`config.mk`:
```
export PLATFORM = sky130hd
export DESIGN_NAME = ms_tick_timer_bank_unit
export DESIGN_NICKNAME = d
export VERILOG_FILES = /design/src/rtl/core/mtt_pkg.sv /design/src/rtl/core/mtt_dp.sv /design/src/rtl/core/mtt_ctrl.sv /design/src/rtl/core/ms_tick_timer_bank_unit.sv
export SDC_FILE = /design/constraint.sdc
export NUM_CORES = 1
export LEC_CHECK = 0
export ABC_AREA = 0
export BUFFER_PORTS_ARGS = -buffer_cell sky130_fd_sc_hd__buf_2
export CORE_ASPECT_RATIO = 1.1
export CORE_UTILIZATION = 30
export CTS_BUF_LIST = sky130_fd_sc_hd__clkbuf_16
export DETAILED_ROUTE_END_ITERATION = 7
export PLACE_DENSITY_LB_ADDON = 0.25
export SETUP_SLACK_MARGIN = 0.15
export SLEW_MARGIN = 20
export SYNTH_ARGS = -nofsm -noshare
export SYNTH_HDL_FRONTEND = slang
export SYNTH_HIERARCHICAL = 1
export SYNTH_SLANG_ARGS = --single-unit
```
`constraint.sdc`:
```
create_clock -name clk -period 9 [get_ports clk]
set_input_delay 1.8 -clock clk [delete_from_list [all_inputs] [get_ports clk]]
set_output_delay 1.8 -clock clk [all_outputs]
set_load 0.02 [all_outputs]
```
`src/rtl/core/mtt_pkg.sv`:
```
`default_nettype none

package mtt_pkg;

  // Bank sizes and timebase
  localparam int NUM_PERIODIC  = 8;
  localparam int NUM_DELAYS    = 8;
  localparam int MS_PER_SECOND = 1000;

  // Field widths of the item formats
  localparam int CMD_W   = 3;
  localparam int SLOT_W  = 3;
  localparam int VALUE_W = 16;
  localparam int GIVEN_W = 3;
  localparam int SEC_W   = 16;

  // Derived widths
  localparam int PIDX_W = (NUM_PERIODIC > 1) ? $clog2(NUM_PERIODIC) : 1;
  localparam int DIDX_W = (NUM_DELAYS > 1) ? $clog2(NUM_DELAYS) : 1;
  localparam int CNT_W  = $clog2(NUM_PERIODIC + 1);
  localparam int WALK_N = (NUM_PERIODIC > NUM_DELAYS) ? NUM_PERIODIC : NUM_DELAYS;
  localparam int WALK_W = (WALK_N > 1) ? $clog2(WALK_N) : 1;
  localparam int MS_W   = $clog2(MS_PER_SECOND);
  // Common compare width for slot, walk index and channel count
  localparam int WIDE_W = 8;

  typedef enum logic [CMD_W-1:0] {
    CMD_TICK       = 3'd0,
    CMD_ADD_PERIOD = 3'd1,
    CMD_SET_ENABLE = 3'd2,
    CMD_START_DLY  = 3'd3,
    CMD_TEST_TIMER = 3'd4,
    CMD_TEST_DLY   = 3'd5
  } cmd_t;

  typedef struct packed {
    logic [CMD_W-1:0]   cmd;
    logic [SLOT_W-1:0]  slot;
    logic [VALUE_W-1:0] value;
    logic               enable;
  } item_in_t;

  typedef struct packed {
    logic               ok;
    logic               flag;
    logic [GIVEN_W-1:0] given_slot;
    logic [SEC_W-1:0]   seconds;
  } item_out_t;

  // Controller to datapath
  typedef struct packed {
    logic              cap_in;
    logic              exec;
    logic              walk;
    logic [WALK_W-1:0] walk_idx;
    logic              load_out;
  } ctl_t;

  // Datapath to controller
  typedef struct packed {
    logic is_tick;
  } sts_t;

endpackage

`default_nettype wire

```
`src/rtl/core/mtt_dp.sv`:
```
`default_nettype none

module mtt_dp (
  input  wire                   clk,
  input  wire                   rst_n,
  input  mtt_pkg::item_in_t     in_item,
  input  mtt_pkg::ctl_t         ctl,
  output mtt_pkg::sts_t         sts,
  output mtt_pkg::item_out_t    out_item
);
  import mtt_pkg::*;

  item_in_t           item_r;
  logic [VALUE_W-1:0] reload_r  [NUM_PERIODIC];
  logic [VALUE_W-1:0] remain_r  [NUM_PERIODIC];
  logic [VALUE_W-1:0] dremain_r [NUM_DELAYS];
  logic [NUM_PERIODIC-1:0] active_r, active_nxt;
  logic [NUM_PERIODIC-1:0] fired_r, fired_nxt;
  logic [NUM_DELAYS-1:0]   busy_r, busy_nxt;
  logic [NUM_DELAYS-1:0]   done_r, done_nxt;
  logic [CNT_W-1:0]   pcount_r, pcount_nxt;
  logic [MS_W-1:0]    milli_r, milli_nxt;
  logic [SEC_W-1:0]   sec_r, sec_nxt;
  logic               ok_r;
  logic               flag_r;
  logic [GIVEN_W-1:0] given_r;
  item_out_t          out_r;

  logic [WIDE_W-1:0]  slot_w, cnt_w, walk_w;
  logic [PIDX_W-1:0]  pidx, wpidx;
  logic [DIDX_W-1:0]  didx, wdidx, fidx;
  logic               found, val_nz, p_room, p_slot_ok, d_slot_ok;
  logic               do_tick, do_add, do_en, do_dly, do_tst, do_tsd;
  logic               w_p_live, w_d_live;
  logic [VALUE_W-1:0] p_dec, d_dec;
  logic               res_ok, res_flag;
  logic [GIVEN_W-1:0] res_given;

  assign slot_w = WIDE_W'(item_r.slot);
  assign cnt_w  = WIDE_W'(pcount_r);
  assign walk_w = WIDE_W'(ctl.walk_idx);
  assign pidx   = slot_w[PIDX_W-1:0];
  assign didx   = slot_w[DIDX_W-1:0];
  assign wpidx  = walk_w[PIDX_W-1:0];
  assign wdidx  = walk_w[DIDX_W-1:0];

  assign val_nz    = (item_r.value != '0);
  assign p_room    = (cnt_w < WIDE_W'(NUM_PERIODIC));
  assign p_slot_ok = (slot_w < cnt_w) && (slot_w < WIDE_W'(NUM_PERIODIC));
  assign d_slot_ok = (slot_w < WIDE_W'(NUM_DELAYS));

  // First free delay slot, lowest index wins
  always_comb begin
    found = 1'b0;
    fidx  = '0;
    for (int i = NUM_DELAYS - 1; i >= 0; i--) begin
      if (!busy_r[i]) begin
        found = 1'b1;
        fidx  = DIDX_W'(i);
      end
    end
  end

  assign do_tick = ctl.exec && (item_r.cmd == CMD_TICK);
  assign do_add  = ctl.exec && (item_r.cmd == CMD_ADD_PERIOD) && val_nz && p_room;
  assign do_en   = ctl.exec && (item_r.cmd == CMD_SET_ENABLE) && p_slot_ok;
  assign do_dly  = ctl.exec && (item_r.cmd == CMD_START_DLY) && val_nz && found;
  assign do_tst  = ctl.exec && (item_r.cmd == CMD_TEST_TIMER) && p_slot_ok;
  assign do_tsd  = ctl.exec && (item_r.cmd == CMD_TEST_DLY) && d_slot_ok;

  // One periodic channel and one delay slot per walk step
  assign w_p_live = ctl.walk && (walk_w < cnt_w) && (walk_w < WIDE_W'(NUM_PERIODIC)) &&
                    active_r[wpidx] && (remain_r[wpidx] != '0);
  assign w_d_live = ctl.walk && (walk_w < WIDE_W'(NUM_DELAYS)) &&
                    busy_r[wdidx] && (dremain_r[wdidx] != '0);
  assign p_dec = remain_r[wpidx] - VALUE_W'(1);
  assign d_dec = dremain_r[wdidx] - VALUE_W'(1);

  always_comb begin
    res_ok    = do_tick || do_add || do_en || do_dly || do_tst || do_tsd;
    res_flag  = 1'b0;
    res_given = '0;
    if (do_add) begin
      res_given = cnt_w[GIVEN_W-1:0];
    end
    if (do_dly) begin
      res_given = GIVEN_W'(fidx);
    end
    if (do_tst) begin
      res_flag = fired_r[pidx];
    end
    if (do_tsd) begin
      res_flag = done_r[didx];
    end
  end

  always_comb begin
    active_nxt = active_r;
    fired_nxt  = fired_r;
    busy_nxt   = busy_r;
    done_nxt   = done_r;
    pcount_nxt = pcount_r;
    milli_nxt  = milli_r;
    sec_nxt    = sec_r;
    if (do_tick) begin
      if (milli_r == MS_W'(MS_PER_SECOND - 1)) begin
        milli_nxt = '0;
        sec_nxt   = sec_r + SEC_W'(1);
      end else begin
        milli_nxt = milli_r + MS_W'(1);
      end
    end
    if (do_add) begin
      active_nxt[cnt_w[PIDX_W-1:0]] = item_r.enable;
      fired_nxt[cnt_w[PIDX_W-1:0]]  = 1'b0;
      pcount_nxt = pcount_r + CNT_W'(1);
    end
    if (do_en) begin
      active_nxt[pidx] = item_r.enable;
    end
    if (do_dly) begin
      busy_nxt[fidx] = 1'b1;
      done_nxt[fidx] = 1'b0;
    end
    if (do_tst) begin
      fired_nxt[pidx] = 1'b0;
    end
    if (do_tsd) begin
      done_nxt[didx] = 1'b0;
    end
    if (w_p_live && (p_dec == '0)) begin
      fired_nxt[wpidx] = 1'b1;
    end
    if (w_d_live && (d_dec == '0)) begin
      done_nxt[wdidx] = 1'b1;
      busy_nxt[wdidx] = 1'b0;
    end
  end

  always_ff @(posedge clk) begin
    if (!rst_n) begin
      active_r <= '0;
      fired_r  <= '0;
      busy_r   <= '0;
      done_r   <= '0;
      pcount_r <= '0;
      milli_r  <= '0;
      sec_r    <= '0;
    end else begin
      active_r <= active_nxt;
      fired_r  <= fired_nxt;
      busy_r   <= busy_nxt;
      done_r   <= done_nxt;
      pcount_r <= pcount_nxt;
      milli_r  <= milli_nxt;
      sec_r    <= sec_nxt;
    end
  end

  // Payload storage, no reset
  always_ff @(posedge clk) begin
    if (ctl.cap_in) begin
      item_r <= in_item;
    end
    if (ctl.exec) begin
      ok_r    <= res_ok;
      flag_r  <= res_flag;
      given_r <= res_given;
    end
    if (do_add) begin
      reload_r[cnt_w[PIDX_W-1:0]] <= item_r.value;
      remain_r[cnt_w[PIDX_W-1:0]] <= item_r.value;
    end
    if (do_dly) begin
      dremain_r[fidx] <= item_r.value;
    end
    if (w_p_live) begin
      remain_r[wpidx] <= (p_dec == '0) ? reload_r[wpidx] : p_dec;
    end
    if (w_d_live) begin
      dremain_r[wdidx] <= d_dec;
    end
    if (ctl.load_out) begin
      out_r.ok         <= ok_r;
      out_r.flag       <= flag_r;
      out_r.given_slot <= given_r;
      out_r.seconds    <= sec_r;
    end
  end

  assign sts.is_tick = (item_r.cmd == CMD_TICK);
  assign out_item    = out_r;

endmodule

`default_nettype wire

```
`src/rtl/core/mtt_ctrl.sv`:
```
`default_nettype none

module mtt_ctrl (
  input  wire            clk,
  input  wire            rst_n,
  input  wire            in_valid,
  output logic           in_ready,
  output logic           out_valid,
  input  wire            out_ready,
  input  mtt_pkg::sts_t  sts,
  output mtt_pkg::ctl_t  ctl
);
  import mtt_pkg::*;

  typedef enum logic [3:0] {
    S_IDLE   = 4'b0001,
    S_DECODE = 4'b0010,
    S_WALK   = 4'b0100,
    S_PEND   = 4'b1000
  } state_t;

  state_t            state_r, state_nxt;
  logic [WALK_W-1:0] walk_r, walk_nxt;
  logic              out_valid_r, out_valid_nxt;
  logic              walk_last;

  assign in_ready  = (state_r == S_IDLE);
  assign walk_last = (walk_r == WALK_W'(WALK_N - 1));

  always_comb begin
    state_nxt    = state_r;
    walk_nxt     = walk_r;
    ctl.cap_in   = 1'b0;
    ctl.exec     = 1'b0;
    ctl.walk     = 1'b0;
    ctl.walk_idx = walk_r;
    ctl.load_out = 1'b0;
    case (state_r)
      S_IDLE: begin
        if (in_valid) begin
          ctl.cap_in = 1'b1;
          state_nxt  = S_DECODE;
        end
      end
      S_DECODE: begin
        ctl.exec = 1'b1;
        walk_nxt = '0;
        state_nxt = sts.is_tick ? S_WALK : S_PEND;
      end
      S_WALK: begin
        ctl.walk = 1'b1;
        walk_nxt = walk_r + WALK_W'(1);
        if (walk_last) begin
          state_nxt = S_PEND;
        end
      end
      S_PEND: begin
        if (!out_valid_r || out_ready) begin
          ctl.load_out = 1'b1;
          state_nxt    = S_IDLE;
        end
      end
      default: begin
        state_nxt = S_IDLE;
      end
    endcase
  end

  always_comb begin
    out_valid_nxt = out_valid_r;
    if (ctl.load_out) begin
      out_valid_nxt = 1'b1;
    end else if (out_ready) begin
      out_valid_nxt = 1'b0;
    end
  end

  always_ff @(posedge clk) begin
    if (!rst_n) begin
      state_r     <= S_IDLE;
      walk_r      <= '0;
      out_valid_r <= 1'b0;
    end else begin
      state_r     <= state_nxt;
      walk_r      <= walk_nxt;
      out_valid_r <= out_valid_nxt;
    end
  end

  assign out_valid = out_valid_r;

  a_onehot_state: assert property (@(posedge clk) disable iff (!rst_n)
    $onehot(state_r))
    else $error("controller state lost one-hot encoding");

  a_load_no_overwrite: assert property (@(posedge clk) disable iff (!rst_n)
    ctl.load_out |-> (!out_valid_r || out_ready))
    else $error("result register overwritten while still held");

  a_accept_decode: assert property (@(posedge clk) disable iff (!rst_n)
    (in_valid && in_ready) |=> (state_r == S_DECODE))
    else $error("accepted item not decoded next cycle");

  a_walk_start: assert property (@(posedge clk) disable iff (!rst_n)
    $rose(state_r == S_WALK) |-> (walk_r == '0))
    else $error("tick walk did not start at slot zero");

endmodule

`default_nettype wire

```
`src/rtl/core/ms_tick_timer_bank_unit.sv`:
```
// Millisecond timer bank: periodic channels, one-shot delay slots and a
// wrapping seconds count, driven by a command item stream.
// Input channel: in_valid / in_ready / in_item. Each item carries a command
// (tick, add periodic, set enable, start delay, test timer, test delay).
// Output channel: out_valid / out_ready / out_item. Every command returns
// exactly one result item with ok, flag, given_slot and the seconds count.
// Order: a non-tick command passes the accept, decode and load steps before
// out_valid rises; a tick also passes the walk between decode and load,
// which visits one periodic channel and one delay slot per cycle.
// One item is in work at a time; the next is taken once the previous
// result sits in the output register.
// Stall: a held result stays in the output register; the next item is
// still accepted and processed, then waits until the result is taken.
// Reset (rst_n low, synchronous): all channels inactive, no slots busy,
// flags, channel count and time counters cleared, no result pending.
`default_nettype none

module ms_tick_timer_bank_unit (
  input  wire                 clk,
  input  wire                 rst_n,
  input  wire                 in_valid,
  output logic                in_ready,
  input  mtt_pkg::item_in_t   in_item,
  output logic                out_valid,
  input  wire                 out_ready,
  output mtt_pkg::item_out_t  out_item
);
  import mtt_pkg::*;

  // Command and status between sequencer and datapath
  ctl_t ctl;
  sts_t sts;

  mtt_ctrl u_ctrl (
    .clk       (clk),
    .rst_n     (rst_n),
    .in_valid  (in_valid),
    .in_ready  (in_ready),
    .out_valid (out_valid),
    .out_ready (out_ready),
    .sts       (sts),
    .ctl       (ctl)
  );

  mtt_dp u_dp (
    .clk      (clk),
    .rst_n    (rst_n),
    .in_item  (in_item),
    .ctl      (ctl),
    .sts      (sts),
    .out_item (out_item)
  );

endmodule

`default_nettype wire
```
Yosys cells after proc, flatten, opt, wreduce, memory -nomap -nowiden
Memory sizes are Yosys's and may differ from the RTL's. A register that Yosys moved wholly into a read port is not among the register bits. Cells that the tools add are included. Widths: inputs -> output; s select.

Output and inout bits: 23. Bits of input ports: 27. Flip-flop bits (word level): 119. Bits in writable memories: 384. Memories kept: 3.

Mux-type cells: 84. Bitwise gates (word level): 12. Reduce and logical (&&, ||, !) cells: 46. Add/subtract/negate cells: 6. $lt $le $gt $ge: 13. Equality and inequality tests: 14.

Memories: u_dp.dremain_r (depth 8, width 16, read ports 1, clocked after Yosys merged registers in 1, write ports 1, line mtt_dp.sv:16) `logic [VALUE_W-1:0] dremain_r [NUM_DELAYS];`; u_dp.reload_r (depth 8, width 16, read ports 1, clocked after Yosys merged registers in 1, write ports 1, line mtt_dp.sv:14) `logic [VALUE_W-1:0] reload_r [NUM_PERIODIC];`; u_dp.remain_r (depth 8, width 16, read ports 1, clocked after Yosys merged registers in 1, write ports 1, line mtt_dp.sv:15) `logic [VALUE_W-1:0] remain_r [NUM_PERIODIC];`.

Operator list (number): $mux 8 (10); $mux 3 (18); $mux 16 (3); $reduce_bool 16->1 (3); $and 8x8->8 (5); $mux 1 (36); $logic_not 16->1 (2); $not 8->8 (4); $reduce_or 16->1 (2); $sub 16x1->16 const B (2); $logic_and 1x1->1 (27); $lt 3x4->1 const B (6); $or 8x8->8 (3); $add 16x1->16 const B (1); $bwmux 8 (2); $mux 4 (4); $pmux 4 s4 (1); $bmux 1 s3 (4); $demux 1 s3 (4); $ge 3x1->1 const B (4); $add 10x1->10 const B (1); $eq 10x10->1 const B (1); $mux 10 (1); $eq 3x3->1 const B (3); other kinds (19) (28).

Logic depth before layout (Yosys ltp)
Word-level depth: 19. Mapped depth: 17. Mapped depth without buffers: 12.

Modules after synthesis
The synthesis kept the hierarchy.

Modules (own cells, without submodules): mtt_dp (area each 24178.2 um2, times used 1, cells each 1665); mtt_ctrl (area each 550.5 um2, times used 1, cells each 62).

Least setup slack after synthesis
OpenSTA, ideal clock, no wires.

Path type: register to register. Start point: register u_ctrl.walk_r[1]. End point: memory u_dp.dremain_r[0][0] (enable). Period minus slack after synthesis: 4.389 ns. Slack: 4.611 ns. Library setup time: 0.411 ns. Stages on the path, launching flop included: 15. Data arrival time: 3.978 ns. Path through: dfxtp_1 > buf_6 > buf_12 > buf_2 > buf_2 > buf_2 > buf_2 > clkbuf_1 > mux4_2 > ha_1 > and3_1 > a41oi_2 > nand3_2 > buf_2 > o21ai_0.

Longest elaborated chain between the ends: 8. Elaborated cells on any way between the ends: 11. Classes of those cells: order compare: 1; mux: 6; reduce/logical: 4.

Ends and longest elaborated chain: start, declared (line mtt_ctrl.sv:23) `logic [WALK_W-1:0] walk_r, walk_nxt;`; start signal, assigned (line mtt_ctrl.sv:85) `walk_r <= walk_nxt;`; $lt 3x4->1 or $bmux 1 s3 (tied branches) (line mtt_dp.sv:74, mtt_dp.sv:75); $logic_and 1x1->1 or $mux 1 (tied branches) (line mtt_dp.sv:74, mtt_dp.sv:75); $logic_and 1x1->1 (line mtt_dp.sv:74) `assign w_d_live = ctl.walk && (walk_w < WIDE_W'(NUM_DELAYS)) &&`; $logic_and 1x1->1 (line mtt_dp.sv:75) `busy_r[wdidx] && (dremain_r[wdidx] != '0);`; $mux 1 (line mtt_dp.sv:180) `if (w_d_live) begin`; $mux 1 (not written as such) (line mtt_dp.sv:181) `dremain_r[wdidx] <= d_dec;`; $reduce_or 16->1 (no line); $mux 3 (no line) or $mux 1 (tied branches); end, declared (line mtt_dp.sv:16).

Parallel ways exist; a longest one is shown, timed or not. The select of a mux whose other input is x is not followed.

Final worst setup path
Start point: register u_ctrl.walk_r[2]. End point: memory u_dp.remain_r[5][3], data pin.

Longest elaborated chain between the ends: 9. Elaborated cells on any way between the ends: 12. Classes of those cells: order compare: 2; mux: 5; reduce/logical: 5.

Ends and longest elaborated chain: $lt 3x4->1 (line mtt_dp.sv:72) `assign w_p_live = ctl.walk && (walk_w < cnt_w) && (walk_w < WIDE_W'(NUM_PERIODIC)) &&`; $logic_and 1x1->1 (2 in a row) (line mtt_dp.sv:72); $logic_and 1x1->1 * (line mtt_dp.sv:72); $logic_and 1x1->1 * (line mtt_dp.sv:73) `active_r[wpidx] && (remain_r[wpidx] != '0);`; $mux 1 * (line mtt_dp.sv:177) `if (w_p_live) begin`; $mux 1 * (line mtt_dp.sv:178) `remain_r[wpidx] <= (p_dec == '0) ? reload_r[wpidx] : p_dec;`; $reduce_or 16->1 (no line) *; $mux 16 (no line) *; end, declared (line mtt_dp.sv:15).

Mark *: on every way between the ends. The rest lies on a longest branch, timed or not. The select of a mux whose other input is x is not followed.

==> results.sh <==
export IMPL_run_status="finished, final reports clean"
export IMPL_cts_root_buf="clkbuf_16"
export IMPL_cpMostUsedCell="mux2_2"
export IMPL_vdd_ir_drop_max_uv=137
export IMPL_fp_dieW_um=276
export IMPL_core_area_sq_um=81800
export IMPL_ys_top_cells_by_count="433 x edfxtp_1, 239 x mux2_2, 75 x mux2i_1"
export IMPL_hold_path_startpoint="u_dp/ok_r"
export IMPL_whs_ps=422
export IMPL_synthFlopType="edfxtp_1"
export IMPL_portBuffers=49
export IMPL_cts_tree="built"
export IMPL_path_max_fanout=52
export IMPL_switching_power_mw=1.11
export IMPL_cp_depth=13
export IMPL_drtAntennaViolNets=0
export IMPL_power_density_nw_per_um2=183
export IMPL_hold_viol=0
export IMPL_drc=0
export IMPL_setup_slack_ps=3340
export IMPL_post_route_min_period_ps=5660
export IMPL_clk_pin_slew_worst_paths_ps=60
export IMPL_initial_core_util_pct=30.2
export IMPL_dp_cells=2782
export IMPL_slowest_delay_ps=960
export IMPL_synth_nets=1769
export IMPL_power_frac_clock_pct=45.6
export IMPL_dieHeight_um=303
export IMPL_track_usage_pct=16.8
export IMPL_cp_required_ps=9500
export IMPL_synth_warnings=6
export IMPL_leakage_nw=9.24
export IMPL_drtPass1Iterations=5
export IMPL_place_ws_ps=3340
export IMPL_arrival_ps=6160
export IMPL_netlist_area_sq_um=24700
export IMPL_r2r_end="u_dp/remain_r[5][3]"
export IMPL_ioPinCount=50
export IMPL_numCtsBuffers=57
export IMPL_setup_violations=0
export IMPL_post_drt_wl_per_cell_um=24.3
export IMPL_crit_path_start_kind="flip-flop"
export IMPL_crit_chain="buf_4 -> mux2_2 -> a221o_1 -> a22oi_2 -> ha_1 -> inv_1 -> a21o_1 -> nand4b_1 -> xnor2_1 -> o2111ai_1 -> or4_1 -> o21ai_2 -> mux2_2"
export IMPL_clockBufferDepth=3
export IMPL_synth_top_cell_area_share_pct=52.6
export IMPL_final_area_sq_um=28000
export IMPL_switching_share_pct=21.7
export IMPL_rrSetupSlack_ps=3340
export IMPL_cts_resized=0
export IMPL_synthArstFlopShare_pct=0
export IMPL_core_rowCount=110
export IMPL_fin_cells=2892
export IMPL_grt_max_degree=73
export IMPL_worst_pin_slew_ps=1100
export IMPL_synthToLayoutAreaGrowth_pct=13.3
export IMPL_hp_class="reg2reg"
export IMPL_endpoint="u_dp/remain_r[5][3]"
export IMPL_grt_ovfl_total=0
export IMPL_clock_fmax_ghz=0.177
export IMPL_nets=1819
export IMPL_drv_cap=0
export IMPL_yosysSeqAreaShare_pct=58.2
export IMPL_synth_cells=1727
export IMPL_avgViaCountPerCell=5.27
export IMPL_place_gp_congestion=0.838
export IMPL_grt_pass1_vias=15600
export IMPL_startpoint="u_ctrl/walk_r[2]"
export IMPL_cts_sinks=503
export IMPL_dr_first_iter_drc_count=1092
export IMPL_synth_seq_cells=503
export IMPL_fin_crit_sh_pct=62.9
export IMPL_clk_insertion_delay_late_ps=630
export IMPL_synth_most_common_cell="edfxtp_1"
export IMPL_critPathSlowestCell="or4_1"
export IMPL_htree_num_levels=2
export IMPL_endpoint_kind="flip-flop"
export IMPL_pwr_share_seq_pct=50.3
export IMPL_synth_edf_count=433
export IMPL_setup_tns_ps=0
export IMPL_finalWirelength_um=70300
export IMPL_crit_buf_inv=2
export IMPL_rr_worst_depth=13
export IMPL_finalMaxSlewViolations=0
export IMPL_vias=15200
export IMPL_reg2reg_from="u_ctrl/walk_r[2]"
export IMPL_cts_hold_fix_buffers=0
export IMPL_antenna_found_initial=1
export IMPL_placed_cell_area_sq_um=26100
export IMPL_synthDistinctLibCells=97
export IMPL_postCtsSetupBuffers=0
export IMPL_worstSetupPathType="reg2reg"
export IMPL_post_dp_hpwl_um=44200
export IMPL_drive_above_1_share_pct=29.9
export IMPL_synth_area_leaders="edfxtp_1 53%, mux2_2 11%, dfxtp_1 5.7%"
export IMPL_skew_ps=15.1
export IMPL_syn_avg_cell_area_sq_um=14.3
export IMPL_yosys_area_top_type="edfxtp_1"
export IMPL_power_internal_mw=4.01
export IMPL_dieArea_sq_um=83600
export IMPL_slew_headroom_pct=26.4
export IMPL_path_delay_family="compound AO/OA/AOI/OAI gates"
export IMPL_rsz0062_at_grt="no"
export IMPL_grt_pass1_wl_um=104000
export IMPL_power_share_combinational_pct=4.0
## how the worst min path moves through the flow
stage | end | slack (ps) | depth (start not counted)
finish | u_dp/out_item[20] | 420 | 0
global route | u_dp/out_item[20] | 430 | 0
CTS | u_dp/out_item[20] | 430 | 0
detailed placement | u_dp/out_item[20] | 410 | 0
global placement | u_dp/out_item[20] | 420 | 0
floorplan | u_dp/out_item[16] | 400 | 0
## final cells by class
cell class / count / area (sq um)
well taps: 1064 / 1330
fillers: 7976 / 53700
repair buffers: 103 / 651
clock buffers: 57 / 1430
clock inverters: 51 / 449
multi-input cells: 1072 / 9580
flip-flops and latches: 503 / 14400
diodes: 2 / 5.00
inverters: 40 / 150
## power groups by stage
stage                     Sequential [mW]  Combinational (mW)  Clock (mW)
after detailed placement             2.62               0.206           0
final                                2.57               0.207        2.33
after global placement               2.62               0.198           0
after floorplan                      2.63               0.131           0
after CTS                            2.57               0.207        2.39
after global routing                 2.58               0.224        2.47
## layout by cell type (no fill, tap or decap), types with 29 or more instances in the layout
| cell | n |
|---|---|
| edfxtp_1 | 433 |
| mux2_2 | 239 |
| mux2i_1 | 75 |
| nand2_1 | 71 |
| dfxtp_1 | 67 |
| nor2_1 | 65 |
| clkbuf_16 | 57 |
| buf_4 | 54 |
| inv_1 | 49 |
| buf_2 | 49 |
| mux4_2 | 47 |
| o21ai_0 | 44 |
| nand3_1 | 36 |
| xnor2_1 | 32 |
| a21oi_1 | 32 |
| and2_1 | 29 |
## layer usage
| metal | part of all wire [%] | GRT usage, % |
|---|---|---|
| met1 | 44 | 22.0 |
| met2 | 50 | 29.3 |
| met3 | 4.1 | 1.89 |
| met4 | 2.2 | 4.83 |
| met5 | 0 | 0 |
## kinds of logic (layout without fill, tap and decap cells)
| group | after synthesis | after routing | synth area share (%) |
|---|---|---|---|
| DFF | 503 | 503 | 58.2 |
| muxes | 401 | 401 | 20.6 |
| and+or+nand+nor | 357 | 357 | 8.01 |
| AOI/OAI and AO/OA | 250 | 250 | 7.59 |
| buffers and inverters | 152 | 251 | 3.10 |
| xor gates and xnor gates | 49 | 49 | 1.74 |
| adders and majority gates | 15 | 15 | 0.759 |
| other | 0 | 2 | 0 |
## worst reg2reg max path: stages, from the launching register on
cell and delay [ps]:
dfxtp_4 620, buf_4 660, mux2_2 490, a221o_1 360, a22oi_2 310, ha_1 280
inv_1 90, a21o_1 210, nand4b_1 200, xnor2_1 360, o2111ai_1 280, or4_1 960
o21ai_2 490, mux2_2 220
## per-stage QoR
stage	power (mW)	utilization, %
after CTS	5.17	34.2
final	5.11	34.3
after detailed placement	2.83	32.0
after global placement	2.82	32.0
after floorplan	2.76	-
after global routing	5.27	34.3
## sequential cells by signal (all words and copies together) (netlist names)
signal            cells
u_dp/reload_r       128
u_dp/sec_r           16
u_dp/remain_r       128
u_dp/pcount_r         4
u_ctrl/out_valid      1
u_dp/didx             3
u_ctrl/walk_r         3
u_dp/ok_r             1
u_dp/milli_r         10
u_dp/dremain_r      128
u_dp/item_r          20
u_dp/given_r          3
u_dp/out_item        21
u_dp/flag_r           1
u_dp/busy_r           8
u_dp/done_r           8
u_dp/fired_r          8
u_ctrl/state_r        4
u_dp/active_r         8
No activity file was read; power rests on OpenSTA's default activity.
